File: src/rtl/ptdq_pkg.sv
// Package for the periodic timer delta queue.
// Holds field widths, request and event codes, sequencer states and ALU ops.
// No dependencies.
`default_nettype none

package ptdq_pkg;

   localparam int NUM_TIMERS_DEF  = 16;
   localparam int DELAY_WIDTH_DEF = 32;

   localparam int KIND_W  = 2;
   localparam int FIELD_W = 32;
   localparam int ID_W    = 4;
   localparam int EV_W    = 3;
   localparam int STEP_W  = 16;

   localparam logic [STEP_W-1:0] TICK_STEP_RESET = 16'd10;

   localparam logic [KIND_W-1:0] KIND_REGISTER = 2'd0;
   localparam logic [KIND_W-1:0] KIND_REMOVE   = 2'd1;
   localparam logic [KIND_W-1:0] KIND_TICK     = 2'd2;

   localparam logic [EV_W-1:0] EV_REGISTERED = 3'd0;
   localparam logic [EV_W-1:0] EV_REMOVED    = 3'd1;
   localparam logic [EV_W-1:0] EV_FULL       = 3'd2;
   localparam logic [EV_W-1:0] EV_NOT_FOUND  = 3'd3;
   localparam logic [EV_W-1:0] EV_EXPIRED    = 3'd4;
   localparam logic [EV_W-1:0] EV_BAD_PERIOD = 3'd5;

   typedef enum logic {
      ALU_ADD,
      ALU_SUB
   } ptdq_alu_op_type;

   typedef enum logic [4:0] {
      S_IDLE,
      S_EMIT,
      S_RG_SCAN,
      S_LI_START,
      S_LI_HEAD,
      S_LI_HEADB,
      S_LI_STEP,
      S_LI_CMP,
      S_LI_INSA,
      S_LI_INSB,
      S_UL_START,
      S_UL_WALK,
      S_UL_NEXT,
      S_UL_FIX,
      S_TK_SUB,
      S_TK_RD,
      S_TK_CHK
   } ptdq_state_type;

endpackage

`default_nettype wire

File: src/rtl/ptdq_if.sv
// Channel interfaces of the timer queue: request, response and CSR write.
// Depends on ptdq_pkg for the field widths.
`default_nettype none

interface ptdq_req_if import ptdq_pkg::*; ();
   logic                valid;
   logic                ready;
   logic [KIND_W-1:0]   kind;
   logic [FIELD_W-1:0]  first_delay;
   logic [FIELD_W-1:0]  repeat_period;
   logic [ID_W-1:0]     target_id;

   modport source (output valid, kind, first_delay, repeat_period, target_id, input ready);
   modport sink   (input valid, kind, first_delay, repeat_period, target_id, output ready);
endinterface

interface ptdq_rsp_if import ptdq_pkg::*; ();
   logic             valid;
   logic             ready;
   logic [EV_W-1:0]  event_res;
   logic [ID_W-1:0]  slot_id;
   logic             last;

   modport source (output valid, event_res, slot_id, last, input ready);
   modport sink   (input valid, event_res, slot_id, last, output ready);
endinterface

interface ptdq_csr_if import ptdq_pkg::*; ();
   logic               valid;
   logic               ready;
   logic [STEP_W-1:0]  data;

   modport source (output valid, data, input ready);
   modport sink   (input valid, data, output ready);
endinterface

`default_nettype wire

File: src/rtl/periodic_timer_delta_queue_core.sv
// Channel   | Dir | Payload                                     | Accepted when
// req_ch    | in  | kind, first_delay, repeat_period, target_id | valid && ready
// rsp_ch    | out | event_res, slot_id, last                    | valid && ready
// csr_ch    | in  | data (tick step)                            | valid && ready (always ready)
//
// One request at a time; the list walk reads one table entry at a time.
// Register: a scan for the lowest free slot, then a list walk to insert the new timer.
// Remove: walk to the slot and unlink. Tick: subtract the step at the head, re-insert expired timers.
// Synchronous active-high reset clears the list; slot tables need no clearing pass.
// A result waits in the output register; a stalled rsp_ch holds the sequencer before its next word.
// Depends on ptdq_pkg, ptdq_if and ptdq_alu.
`default_nettype none

module periodic_timer_delta_queue_core import ptdq_pkg::*; #(
   parameter int NUM_TIMERS  = NUM_TIMERS_DEF,
   parameter int DELAY_WIDTH = DELAY_WIDTH_DEF
) (
   input  wire logic       clock,
   input  wire logic       reset,
   ptdq_req_if.sink        req_ch,
   ptdq_rsp_if.source      rsp_ch,
   ptdq_csr_if.sink        csr_ch
);

   localparam int DW = DELAY_WIDTH;
   localparam int IW = $clog2(NUM_TIMERS);
   localparam int CW = $clog2(NUM_TIMERS + 1);
   localparam int AW = ((DW > STEP_W) ? DW : STEP_W) + 1;
   localparam int SW = (IW > ID_W) ? IW : ID_W;

   // Slot tables.
   logic [DW-1:0] delta_mem  [NUM_TIMERS];
   logic [DW-1:0] period_mem [NUM_TIMERS];
   logic [IW-1:0] next_mem   [NUM_TIMERS];
   logic [DW-1:0] delta_q, period_q;
   logic [IW-1:0] next_q;

   logic          rd_en;
   logic [IW-1:0] rd_addr;
   logic          dw_en, nw_en, pw_en;
   logic [IW-1:0] dw_addr, nw_addr, pw_addr;
   logic [DW-1:0] dw_data, pw_data;
   logic [IW-1:0] nw_data;

   always_ff @(posedge clock) begin
      if (dw_en) begin
         delta_mem[dw_addr] <= dw_data;
      end
      if (nw_en) begin
         next_mem[nw_addr] <= nw_data;
      end
      if (pw_en) begin
         period_mem[pw_addr] <= pw_data;
      end
      if (rd_en) begin
         delta_q  <= delta_mem[rd_addr];
         period_q <= period_mem[rd_addr];
         next_q   <= next_mem[rd_addr];
      end
   end

   // Control and working registers.
   ptdq_state_type  state_ff, state_in;
   logic [KIND_W-1:0] op_ff, op_in;
   logic [IW-1:0]   s_ff, s_in, cur_ff, cur_in, nx_ff, nx_in;
   logic [IW-1:0]   head_ff, head_in;
   logic [SW-1:0]   pslot_ff, pslot_in, rslot_ff, rslot_in;
   logic [DW-1:0]   d_ff, d_in, p_ff, p_in, acc_ff, acc_in, tmp_ff, tmp_in;
   logic [AW-1:0]   sum_ff, sum_in;
   logic [CW-1:0]   k_ff, k_in, cnt_ff, cnt_in, limit_ff, limit_in, count_ff, count_in;
   logic            hd_ff, hd_in, pend_ff, pend_in;
   logic [NUM_TIMERS-1:0] valid_ff, valid_in;
   logic [STEP_W-1:0] step_ff;
   logic [EV_W-1:0] res_ff, res_in;

   logic            ov_ff, olast_ff;
   logic [EV_W-1:0] oev_ff;
   logic [ID_W-1:0] oslot_ff;
   logic            out_load, out_last, out_free;
   logic [EV_W-1:0] out_ev;
   logic [SW-1:0]   out_slot;

   // Shared arithmetic unit.
   ptdq_alu_op_type alu_op;
   logic [AW-1:0]   alu_a, alu_b, alu_c, alu_r;
   logic            alu_borrow, alu_ge;

   ptdq_alu #(.AW(AW)) u_alu (
      .op     (alu_op),
      .a      (alu_a),
      .b      (alu_b),
      .c      (alu_c),
      .r      (alu_r),
      .borrow (alu_borrow),
      .ge     (alu_ge)
   );

   // Input fields cut or widened to the delay width.
   logic [63:0] fd64, rp64;
   logic [31:0] tid32;
   logic [DW-1:0] req_d, req_p;
   logic [IW-1:0] req_id;
   logic          req_id_ok;

   assign fd64      = {32'b0, req_ch.first_delay};
   assign rp64      = {32'b0, req_ch.repeat_period};
   assign req_d     = fd64[DW-1:0];
   assign req_p     = rp64[DW-1:0];
   assign tid32     = {28'b0, req_ch.target_id};
   assign req_id    = tid32[IW-1:0];
   assign req_id_ok = (tid32 < NUM_TIMERS);

   assign req_ch.ready = (state_ff == S_IDLE);
   assign csr_ch.ready = 1'b1;
   assign out_free     = !ov_ff || rsp_ch.ready;

   always_comb begin
      state_in = state_ff;
      op_in    = op_ff;
      s_in     = s_ff;
      cur_in   = cur_ff;
      nx_in    = nx_ff;
      head_in  = head_ff;
      pslot_in = pslot_ff;
      rslot_in = rslot_ff;
      d_in     = d_ff;
      p_in     = p_ff;
      acc_in   = acc_ff;
      tmp_in   = tmp_ff;
      sum_in   = sum_ff;
      k_in     = k_ff;
      cnt_in   = cnt_ff;
      limit_in = limit_ff;
      count_in = count_ff;
      hd_in    = hd_ff;
      pend_in  = pend_ff;
      valid_in = valid_ff;
      res_in   = res_ff;

      rd_en   = 1'b0;
      rd_addr = head_ff;
      dw_en   = 1'b0;
      dw_addr = s_ff;
      dw_data = d_ff;
      nw_en   = 1'b0;
      nw_addr = s_ff;
      nw_data = head_ff;
      pw_en   = 1'b0;
      pw_addr = s_ff;
      pw_data = p_ff;

      alu_op = ALU_ADD;
      alu_a  = '0;
      alu_b  = '0;
      alu_c  = '0;

      out_load = 1'b0;
      out_ev   = res_ff;
      out_slot = rslot_ff;
      out_last = 1'b1;

      case (state_ff)
         S_IDLE: begin
            if (req_ch.valid) begin
               op_in = req_ch.kind;
               d_in  = req_d;
               p_in  = req_p;
               case (req_ch.kind)
                  KIND_REGISTER: begin
                     rslot_in = '0;
                     if (req_p == '0) begin
                        res_in   = EV_BAD_PERIOD;
                        state_in = S_EMIT;
                     end else if (count_ff >= CW'(NUM_TIMERS)) begin
                        res_in   = EV_FULL;
                        state_in = S_EMIT;
                     end else begin
                        cur_in   = '0;
                        state_in = S_RG_SCAN;
                     end
                  end
                  KIND_REMOVE: begin
                     if (!req_id_ok || !valid_ff[req_id]) begin
                        res_in   = EV_NOT_FOUND;
                        rslot_in = tid32[SW-1:0];
                        state_in = S_EMIT;
                     end else begin
                        s_in     = req_id;
                        state_in = S_UL_START;
                     end
                  end
                  KIND_TICK: begin
                     if (count_ff != '0) begin
                        rd_en    = 1'b1;
                        limit_in = count_ff;
                        cnt_in   = '0;
                        pend_in  = 1'b0;
                        state_in = S_TK_SUB;
                     end
                  end
                  default: begin
                  end
               endcase
            end
         end

         S_EMIT: begin
            if (out_free) begin
               out_load = 1'b1;
               state_in = S_IDLE;
            end
         end

         // Lowest free slot, one candidate per cycle.
         S_RG_SCAN: begin
            if (!valid_ff[cur_ff]) begin
               s_in             = cur_ff;
               valid_in[cur_ff] = 1'b1;
               pw_en            = 1'b1;
               pw_addr          = cur_ff;
               state_in         = S_LI_START;
            end else begin
               cur_in = cur_ff + IW'(1);
            end
         end

         S_LI_START: begin
            if (count_ff == '0) begin
               head_in  = s_ff;
               dw_en    = 1'b1;
               count_in = count_ff + CW'(1);
               rslot_in = SW'(s_ff);
               res_in   = EV_REGISTERED;
               state_in = (op_ff == KIND_TICK) ? S_TK_RD : S_EMIT;
            end else begin
               rd_en    = 1'b1;
               state_in = S_LI_HEAD;
            end
         end

         S_LI_HEAD: begin
            alu_op = ALU_SUB;
            alu_a  = AW'(delta_q);
            alu_b  = AW'(d_ff);
            if (!alu_borrow) begin
               // New timer goes in front of the head.
               dw_en    = 1'b1;
               dw_addr  = head_ff;
               dw_data  = alu_r[DW-1:0];
               nw_en    = 1'b1;
               state_in = S_LI_HEADB;
            end else begin
               cur_in   = head_ff;
               acc_in   = delta_q;
               k_in     = CW'(1);
               state_in = S_LI_STEP;
            end
         end

         S_LI_HEADB: begin
            dw_en    = 1'b1;
            head_in  = s_ff;
            count_in = count_ff + CW'(1);
            rslot_in = SW'(s_ff);
            res_in   = EV_REGISTERED;
            state_in = (op_ff == KIND_TICK) ? S_TK_RD : S_EMIT;
         end

         S_LI_STEP: begin
            alu_op = ALU_SUB;
            alu_a  = AW'(d_ff);
            alu_b  = AW'(acc_ff);
            if (k_ff < count_ff) begin
               nx_in    = next_q;
               rd_en    = 1'b1;
               rd_addr  = next_q;
               state_in = S_LI_CMP;
            end else begin
               // Append at the tail.
               nw_en    = 1'b1;
               nw_addr  = cur_ff;
               nw_data  = s_ff;
               dw_en    = 1'b1;
               dw_data  = alu_r[DW-1:0];
               count_in = count_ff + CW'(1);
               rslot_in = SW'(s_ff);
               res_in   = EV_REGISTERED;
               state_in = (op_ff == KIND_TICK) ? S_TK_RD : S_EMIT;
            end
         end

         S_LI_CMP: begin
            alu_op = ALU_ADD;
            alu_a  = AW'(acc_ff);
            alu_b  = AW'(delta_q);
            alu_c  = AW'(d_ff);
            if (alu_ge) begin
               sum_in   = alu_r;
               state_in = S_LI_INSA;
            end else begin
               acc_in   = alu_r[DW-1:0];
               cur_in   = nx_ff;
               k_in     = k_ff + CW'(1);
               state_in = S_LI_STEP;
            end
         end

         S_LI_INSA: begin
            alu_op   = ALU_SUB;
            alu_a    = AW'(d_ff);
            alu_b    = AW'(acc_ff);
            dw_en    = 1'b1;
            dw_data  = alu_r[DW-1:0];
            nw_en    = 1'b1;
            nw_data  = nx_ff;
            state_in = S_LI_INSB;
         end

         S_LI_INSB: begin
            alu_op   = ALU_SUB;
            alu_a    = sum_ff;
            alu_b    = AW'(d_ff);
            dw_en    = 1'b1;
            dw_addr  = nx_ff;
            dw_data  = alu_r[DW-1:0];
            nw_en    = 1'b1;
            nw_addr  = cur_ff;
            nw_data  = s_ff;
            count_in = count_ff + CW'(1);
            rslot_in = SW'(s_ff);
            res_in   = EV_REGISTERED;
            state_in = (op_ff == KIND_TICK) ? S_TK_RD : S_EMIT;
         end

         S_UL_START: begin
            if (head_ff == s_ff) begin
               hd_in = 1'b1;
               if (count_ff > CW'(1)) begin
                  rd_en    = 1'b1;
                  rd_addr  = s_ff;
                  state_in = S_UL_NEXT;
               end else begin
                  k_in     = CW'(1);
                  state_in = S_UL_FIX;
               end
            end else begin
               hd_in    = 1'b0;
               cur_in   = head_ff;
               k_in     = CW'(1);
               rd_en    = 1'b1;
               state_in = S_UL_WALK;
            end
         end

         S_UL_WALK: begin
            if (k_ff < count_ff && next_q == s_ff) begin
               if (k_ff < count_ff - CW'(1)) begin
                  rd_en    = 1'b1;
                  rd_addr  = s_ff;
                  state_in = S_UL_NEXT;
               end else begin
                  // Tail removal needs no delta fold.
                  hd_in    = 1'b0;
                  nx_in    = s_ff;
                  state_in = S_UL_FIX;
               end
            end else if (k_ff < count_ff) begin
               cur_in  = next_q;
               k_in    = k_ff + CW'(1);
               rd_en   = 1'b1;
               rd_addr = next_q;
            end else begin
               nx_in    = s_ff;
               state_in = S_UL_FIX;
            end
         end

         S_UL_NEXT: begin
            tmp_in   = delta_q;
            nx_in    = next_q;
            rd_en    = 1'b1;
            rd_addr  = next_q;
            // Marks that the successor fold is pending.
            k_in     = '0;
            state_in = S_UL_FIX;
         end

         S_UL_FIX: begin
            alu_op = ALU_ADD;
            alu_a  = AW'(delta_q);
            alu_b  = AW'(tmp_ff);
            // A fold is pending only when entered from the successor read.
            if (k_ff == '0) begin
               dw_en   = 1'b1;
               dw_addr = nx_ff;
               dw_data = alu_r[DW-1:0];
               if (hd_ff) begin
                  head_in = nx_ff;
               end else begin
                  nw_en   = 1'b1;
                  nw_addr = cur_ff;
                  nw_data = nx_ff;
               end
            end
            count_in = count_ff - CW'(1);
            if (op_ff == KIND_TICK) begin
               d_in     = p_ff;
               state_in = S_LI_START;
            end else begin
               valid_in[s_ff] = 1'b0;
               res_in         = EV_REMOVED;
               rslot_in       = SW'(s_ff);
               state_in       = S_EMIT;
            end
         end

         S_TK_SUB: begin
            alu_op   = ALU_SUB;
            alu_a    = AW'(delta_q);
            alu_b    = AW'(step_ff);
            dw_en    = 1'b1;
            dw_addr  = head_ff;
            dw_data  = alu_borrow ? '0 : alu_r[DW-1:0];
            state_in = S_TK_RD;
         end

         S_TK_RD: begin
            rd_en    = 1'b1;
            state_in = S_TK_CHK;
         end

         S_TK_CHK: begin
            out_ev   = EV_EXPIRED;
            out_slot = pslot_ff;
            if (count_ff != '0 && delta_q == '0 && cnt_ff < limit_ff) begin
               if (!pend_ff || out_free) begin
                  out_load = pend_ff;
                  out_last = 1'b0;
                  pend_in  = 1'b1;
                  pslot_in = SW'(head_ff);
                  s_in     = head_ff;
                  p_in     = period_q;
                  cnt_in   = cnt_ff + CW'(1);
                  state_in = S_UL_START;
               end
            end else if (!pend_ff) begin
               state_in = S_IDLE;
            end else if (out_free) begin
               out_load = 1'b1;
               pend_in  = 1'b0;
               state_in = S_IDLE;
            end
         end

         default: begin
            state_in = S_IDLE;
         end
      endcase
   end

   always_ff @(posedge clock) begin
      if (reset) begin
         state_ff <= S_IDLE;
         head_ff  <= '0;
         count_ff <= '0;
         valid_ff <= '0;
         pend_ff  <= 1'b0;
         step_ff  <= TICK_STEP_RESET;
         ov_ff    <= 1'b0;
      end else begin
         state_ff <= state_in;
         head_ff  <= head_in;
         count_ff <= count_in;
         valid_ff <= valid_in;
         pend_ff  <= pend_in;
         if (csr_ch.valid) begin
            step_ff <= csr_ch.data;
         end
         if (out_load) begin
            ov_ff <= 1'b1;
         end else if (rsp_ch.ready) begin
            ov_ff <= 1'b0;
         end
      end
   end

   logic [31:0] out_slot32;
   assign out_slot32 = 32'(out_slot);

   always_ff @(posedge clock) begin
      op_ff    <= op_in;
      s_ff     <= s_in;
      cur_ff   <= cur_in;
      nx_ff    <= nx_in;
      pslot_ff <= pslot_in;
      rslot_ff <= rslot_in;
      d_ff     <= d_in;
      p_ff     <= p_in;
      acc_ff   <= acc_in;
      tmp_ff   <= tmp_in;
      sum_ff   <= sum_in;
      k_ff     <= k_in;
      cnt_ff   <= cnt_in;
      limit_ff <= limit_in;
      hd_ff    <= hd_in;
      res_ff   <= res_in;
      if (out_load) begin
         oev_ff   <= out_ev;
         oslot_ff <= out_slot32[ID_W-1:0];
         olast_ff <= out_last;
      end
   end

   assign rsp_ch.valid     = ov_ff;
   assign rsp_ch.event_res = oev_ff;
   assign rsp_ch.slot_id   = oslot_ff;
   assign rsp_ch.last      = olast_ff;

`ifndef SYNTHESIS
   a_count_bound: assert property (@(posedge clock) disable iff (reset)
      count_ff <= CW'(NUM_TIMERS))
      else $error("timer count exceeds table size");

   a_count_matches_valid: assert property (@(posedge clock) disable iff (reset)
      (state_ff == S_IDLE) |-> ($countones(valid_ff) == 32'(count_ff)))
      else $error("list length differs from slots in use");

   a_no_overwrite: assert property (@(posedge clock) disable iff (reset)
      out_load |-> (!ov_ff || rsp_ch.ready))
      else $error("result word overwritten before it was taken");
`endif

endmodule

`default_nettype wire

File: src/rtl/ptdq_alu.sv
// Shared add/subtract unit with a compare against a third operand.
// Depends on ptdq_pkg for the operation type.
`default_nettype none

module ptdq_alu import ptdq_pkg::*; #(
   parameter int AW = DELAY_WIDTH_DEF + 1
) (
   input  ptdq_alu_op_type op,
   input  logic [AW-1:0]   a,
   input  logic [AW-1:0]   b,
   input  logic [AW-1:0]   c,
   output logic [AW-1:0]   r,
   output logic            borrow,
   output logic            ge
);

   logic [AW:0] full;

   always_comb begin
      if (op == ALU_SUB) begin
         full = {1'b0, a} - {1'b0, b};
      end else begin
         full = {1'b0, a} + {1'b0, b};
      end
   end

   assign r      = full[AW-1:0];
   assign borrow = (op == ALU_SUB) & full[AW];
   assign ge     = (full >= {1'b0, c});

endmodule

`default_nettype wire

File: src/flat_wrapper.sv
// flat-port wrapper written by rule: the top's interface ports become plain ports
module periodic_timer_delta_queue_core_flat import ptdq_pkg::*;
#(
   parameter int NUM_TIMERS  = NUM_TIMERS_DEF,
   parameter int DELAY_WIDTH = DELAY_WIDTH_DEF
)
  (clock, reset, req_ch_valid, req_ch_kind, req_ch_first_delay, req_ch_repeat_period, req_ch_target_id, req_ch_ready, rsp_ch_valid, rsp_ch_event_res, rsp_ch_slot_id, rsp_ch_last, rsp_ch_ready, csr_ch_valid, csr_ch_data, csr_ch_ready);
  ptdq_req_if req_ch_i ();
  ptdq_rsp_if rsp_ch_i ();
  ptdq_csr_if csr_ch_i ();
  input  wire logic clock;
  input  wire logic reset;
  input wire logic [$bits(req_ch_i.valid)-1:0] req_ch_valid;
  input wire logic [$bits(req_ch_i.kind)-1:0] req_ch_kind;
  input wire logic [$bits(req_ch_i.first_delay)-1:0] req_ch_first_delay;
  input wire logic [$bits(req_ch_i.repeat_period)-1:0] req_ch_repeat_period;
  input wire logic [$bits(req_ch_i.target_id)-1:0] req_ch_target_id;
  output wire logic [$bits(req_ch_i.ready)-1:0] req_ch_ready;
  output wire logic [$bits(rsp_ch_i.valid)-1:0] rsp_ch_valid;
  output wire logic [$bits(rsp_ch_i.event_res)-1:0] rsp_ch_event_res;
  output wire logic [$bits(rsp_ch_i.slot_id)-1:0] rsp_ch_slot_id;
  output wire logic [$bits(rsp_ch_i.last)-1:0] rsp_ch_last;
  input wire logic [$bits(rsp_ch_i.ready)-1:0] rsp_ch_ready;
  input wire logic [$bits(csr_ch_i.valid)-1:0] csr_ch_valid;
  input wire logic [$bits(csr_ch_i.data)-1:0] csr_ch_data;
  output wire logic [$bits(csr_ch_i.ready)-1:0] csr_ch_ready;
  assign req_ch_i.valid = req_ch_valid;
  assign req_ch_i.kind = req_ch_kind;
  assign req_ch_i.first_delay = req_ch_first_delay;
  assign req_ch_i.repeat_period = req_ch_repeat_period;
  assign req_ch_i.target_id = req_ch_target_id;
  assign req_ch_ready = req_ch_i.ready;
  assign rsp_ch_valid = rsp_ch_i.valid;
  assign rsp_ch_event_res = rsp_ch_i.event_res;
  assign rsp_ch_slot_id = rsp_ch_i.slot_id;
  assign rsp_ch_last = rsp_ch_i.last;
  assign rsp_ch_i.ready = rsp_ch_ready;
  assign csr_ch_i.valid = csr_ch_valid;
  assign csr_ch_i.data = csr_ch_data;
  assign csr_ch_ready = csr_ch_i.ready;
  periodic_timer_delta_queue_core #(.NUM_TIMERS(NUM_TIMERS), .DELAY_WIDTH(DELAY_WIDTH)) u_core (.clock(clock), .reset(reset), .req_ch(req_ch_i), .rsp_ch(rsp_ch_i), .csr_ch(csr_ch_i));
endmodule
File: config.mk
export PLATFORM = sky130hd
export DESIGN_NAME = periodic_timer_delta_queue_core_flat
export DESIGN_NICKNAME = d
export VERILOG_FILES = /design/src/rtl/ptdq_pkg.sv /design/src/rtl/ptdq_if.sv /design/src/rtl/periodic_timer_delta_queue_core.sv /design/src/rtl/ptdq_alu.sv /design/src/flat_wrapper.sv
export SDC_FILE = /design/constraint.sdc
export NUM_CORES = 2
export LEC_CHECK = 0
export ABC_AREA = 1
export BUFFER_PORTS_ARGS = -buffer_cell sky130_fd_sc_hd__buf_2
export CAP_MARGIN = 20
export CORE_ASPECT_RATIO = 1.75
export CORE_MARGIN = 8
export CORE_UTILIZATION = 25
export CTS_CLUSTER_SIZE = 28
export DETAILED_ROUTE_END_ITERATION = 10
export GPL_ROUTABILITY_DRIVEN = 0
export PLACE_DENSITY = 0.44
export SKIP_LAST_GASP = 1
export SLEW_MARGIN = 20
export SYNTH_ARGS = -nofsm -noshare
export SYNTH_HDL_FRONTEND = slang
export SYNTH_SLANG_ARGS = --single-unit
File: constraint.sdc
create_clock -name clock -period 7.7 [get_ports clock]
set_input_delay 0.385 -clock clock [delete_from_list [all_inputs] [get_ports clock]]
set_output_delay 0.385 -clock clock [all_outputs]
set_load 0.01 [all_outputs]
==> reports/results.ini <==
[run_status]
status=finished, final reports clean

[power_and_ir_drop]
vdd_drop_max_v=0.000206
p_per_area_nw_per_um2=317
leakage_uw=0.0282

[synthesis]
yosysWarnings=0
syn_nets=6103
ys_async_sr_fraction_pct=0
ys.flop_type=edfxtp_1
synth-seq-cells=1414
syn_area_per_cell_sq_um=10.9
postSynthCellCount=5922
yosysSeqAreaShare_pct=65.2
netlist_area_sq_um=64400
synth_cell_type_count=65
synth-edff-count=1366

[placement]
port_buffers=100
dp_slack_ns=0.494
hpwl_mm=140

[critical_path]
path_buf_inv=4
cp.required_ns=8.12
critPathLaunch=u_core.state_ff[0]$_SDFFE_PP0P_
path_common_cell=nand2_1
critPathCapture=u_core.acc_ff[19]$_DFFE_PP_
end_kind=flip-flop
r2r-start=u_core.state_ff[0]$_SDFFE_PP0P_
slowest_delay_ns=0.38
start_kind=flip-flop
cp_slowest_cell=dfxtp_1
worstPathMaxFanout=21
critPathKind=flip-flop to flip-flop
r2r-end=u_core.acc_ff[19]$_DFFE_PP_
arrival_ns=7.55
cpLargestDelayFamily=simple AND/OR/NAND/NOR gates
cp_num_cells=41
ff2ff_path_depth=41
r2r_slack_ns=0.58

[cells_and_area]
layout-drive-gt1-share_pct=9.31
regArea_sq_um=42000
layout.nets=6270
utilization_pct=29.2
area_delta_synth_final_pct=16.1
multi_input_area_sq_um=18100
layout_commonest_cell=edfxtp_1
fillers=26341
final_cell_mix=edfxtp_1, nand2_1, inv_1, nand3_1, o21ai_0

[global_routing]
grt_pass1_vias=45164
grt_usage_pct=15.4
grt_overflow=0
grt_start_max_net_pins=199
antenna_found_initial=4
grt_pass1_wl_mm=315

[sta]
fin_ws_ns=0.576
worstMarginPinSlew_ns=1.05
skew_ns=0.0576
fin_crit_sh_pct=92.5
period_needed_ns=7.12
finalSetupViolations=0
setup_tns_ns=0
hold_violations=0
fmax_mhz=140
slew_violations=0
maxSlewHeadroom_pct=29.3

[min_path]
hold_start=req_ch_first_delay[26]
hold_class=input port to flip-flop

[detailed_routing]
vias_per_cell=4.72
dr.pass1.iters=8
vias=45004
route.detailed.wl_per_inst_microns=22.9
drt-initial-drc-count=3423
ant_nets=0
drc_errors=0
drt-total-wl_mm=219

[clock_tree]
clock_sinks=1414
path_clk_slew_ns=0.06
cts_buffer_depth=4
cts_buffers=146
cts_tree=yes
insertion_delay_ns=0.80
cts_max_level=4
cts_root_buf=clkbuf_16
cts_setup_buffers=0

[floorplanning]
die_h_microns=687
io_pins=102
die_area_sq_um=275000
core_area_sq_um=256000
rows=246
start_util_pct=25.1
die_w_microns=400

[flow_run]
drv_cap=0

## where the power goes
group	total, uW	internal, uW	leakage [uW]	switching (uW)
registers	10200	9670	0.0128	502
clock network	6920	3870	0.00215	3050
logic	6650	1890	0.0133	4760
## repair_timing
action,in CTS,in global routing
setup endpoints to repair,0,74
hold endpoints to repair,69,0
gates resized for setup,0,6
hold buffers,70,0
## worst reg2reg max path, delay by kind of cell (launching register included)
family / cells / cell delay (ns)
XOR/XNOR: 2 / 0.39
buffers and inverters: 4 / 0.66
AND/OR/NAND/NOR: 23 / 2.75
AO/OA/AOI/OAI: 9 / 1.71
adder cells (fa/ha/maj): 3 / 0.87
flip-flops: 1 / 0.38
## area by class of cell
cell class                      instances  share of cell area [%]
Sequential cell                      1414                    56.1
Tap cell                             3348                    5.60
Multi-Input combinational cell       3332                    24.1
Antenna cell                            6                  0.0201
Inverter                              866                    4.36
Clock inverter                         69                   0.806
Clock buffer                          176                    5.15
Timing Repair Buffer                  329                    3.79
## synthesized netlist by cell type (16+ instances only)
cell / count / area share, %
a21oi_1: 347 / 2.7
a22oi_1: 39 / 0.45
buf_1: 27 / 0.16
buf_2: 150 / 1.2
buf_4: 21 / 0.24
clkbuf_1: 104 / 0.61
dfxtp_1: 48 / 1.5
edfxtp_1: 1366 / 64
ha_1: 89 / 1.7
inv_1: 845 / 4.9
inv_2: 17 / 0.099
nand2_1: 1018 / 5.9
nand3_1: 492 / 3.8
nand4_1: 30 / 0.29
nor2_1: 270 / 1.6
nor3_1: 19 / 0.15
nor4_1: 16 / 0.16
o211ai_1: 326 / 3.8
o21ai_0: 386 / 3.0
o21ai_1: 42 / 0.33
o221ai_1: 39 / 0.53
o22ai_1: 16 / 0.16
xnor2_1: 31 / 0.42
xor2_1: 41 / 0.56
## routing by layer
metal	routed length (microns)	GRT usage (%)	part of all wire [%]	vias up
met3	7010	1.45	3.2	458
met5	0	0	0	-
met2	115000	28.8	52	1091
met1	85100	17.5	39	22384
met4	12000	7.44	5.5	0
li1	-	-	-	21071
## logic make-up (layout without fill, tap and decap cells)
kind of cell / after synthesis / in the layout / synth area share (%)
other: 1 / 7 / 0.00582
DFF: 1414 / 1414 / 65.2
and+or+nand+nor: 1887 / 1887 / 12.5
AOI/OAI and AO/OA: 1282 / 1282 / 12.2
buffers and inverters: 1176 / 1440 / 7.36
xor gates and xnor gates: 72 / 72 / 0.979
adders and majority gates: 90 / 90 / 1.76
## worst min path at each step
stage,depth (start not counted),to
floorplan,0,u_core.limit_ff[2]$_DFFE_PP_
global placement,0,u_core.tmp_ff[20]$_DFFE_PP_
detailed placement,0,u_core.tmp_ff[26]$_DFFE_PP_
CTS,3,u_core.s_ff[2]$_DFFE_PP_
global route,3,u_core.d_ff[28]$_DFFE_PP_
finish,3,u_core.d_ff[26]$_DFFE_PP_
## stage by stage
stage                     std cells  hold slack, ns  cell area [sq um]  power [uW]
after global routing           9537          0.0344              74800       24800
after floorplan                5922           0.403              64400       14100
final                          9540          0.0371              74800       23700
after CTS                      9534         0.00135              74700       23900
after global placement         9219           0.436              69600       16900
after detailed placement       9219           0.436              69600       16900
## sequential cells by signal (all words and copies together) (netlist names), 16 cells and up
name / count
u_core.step_ff: 16
u_core.acc_ff: 32
u_core.period_mem: 512
u_core.period_q: 32
u_core.d_ff: 32
u_core.delta_q: 32
u_core.p_ff: 32
u_core.valid_ff: 16
u_core.tmp_ff: 32
u_core.delta_mem: 512
u_core.sum_ff: 33
u_core.next_mem: 64
Power figures use the tool's default switching activity.
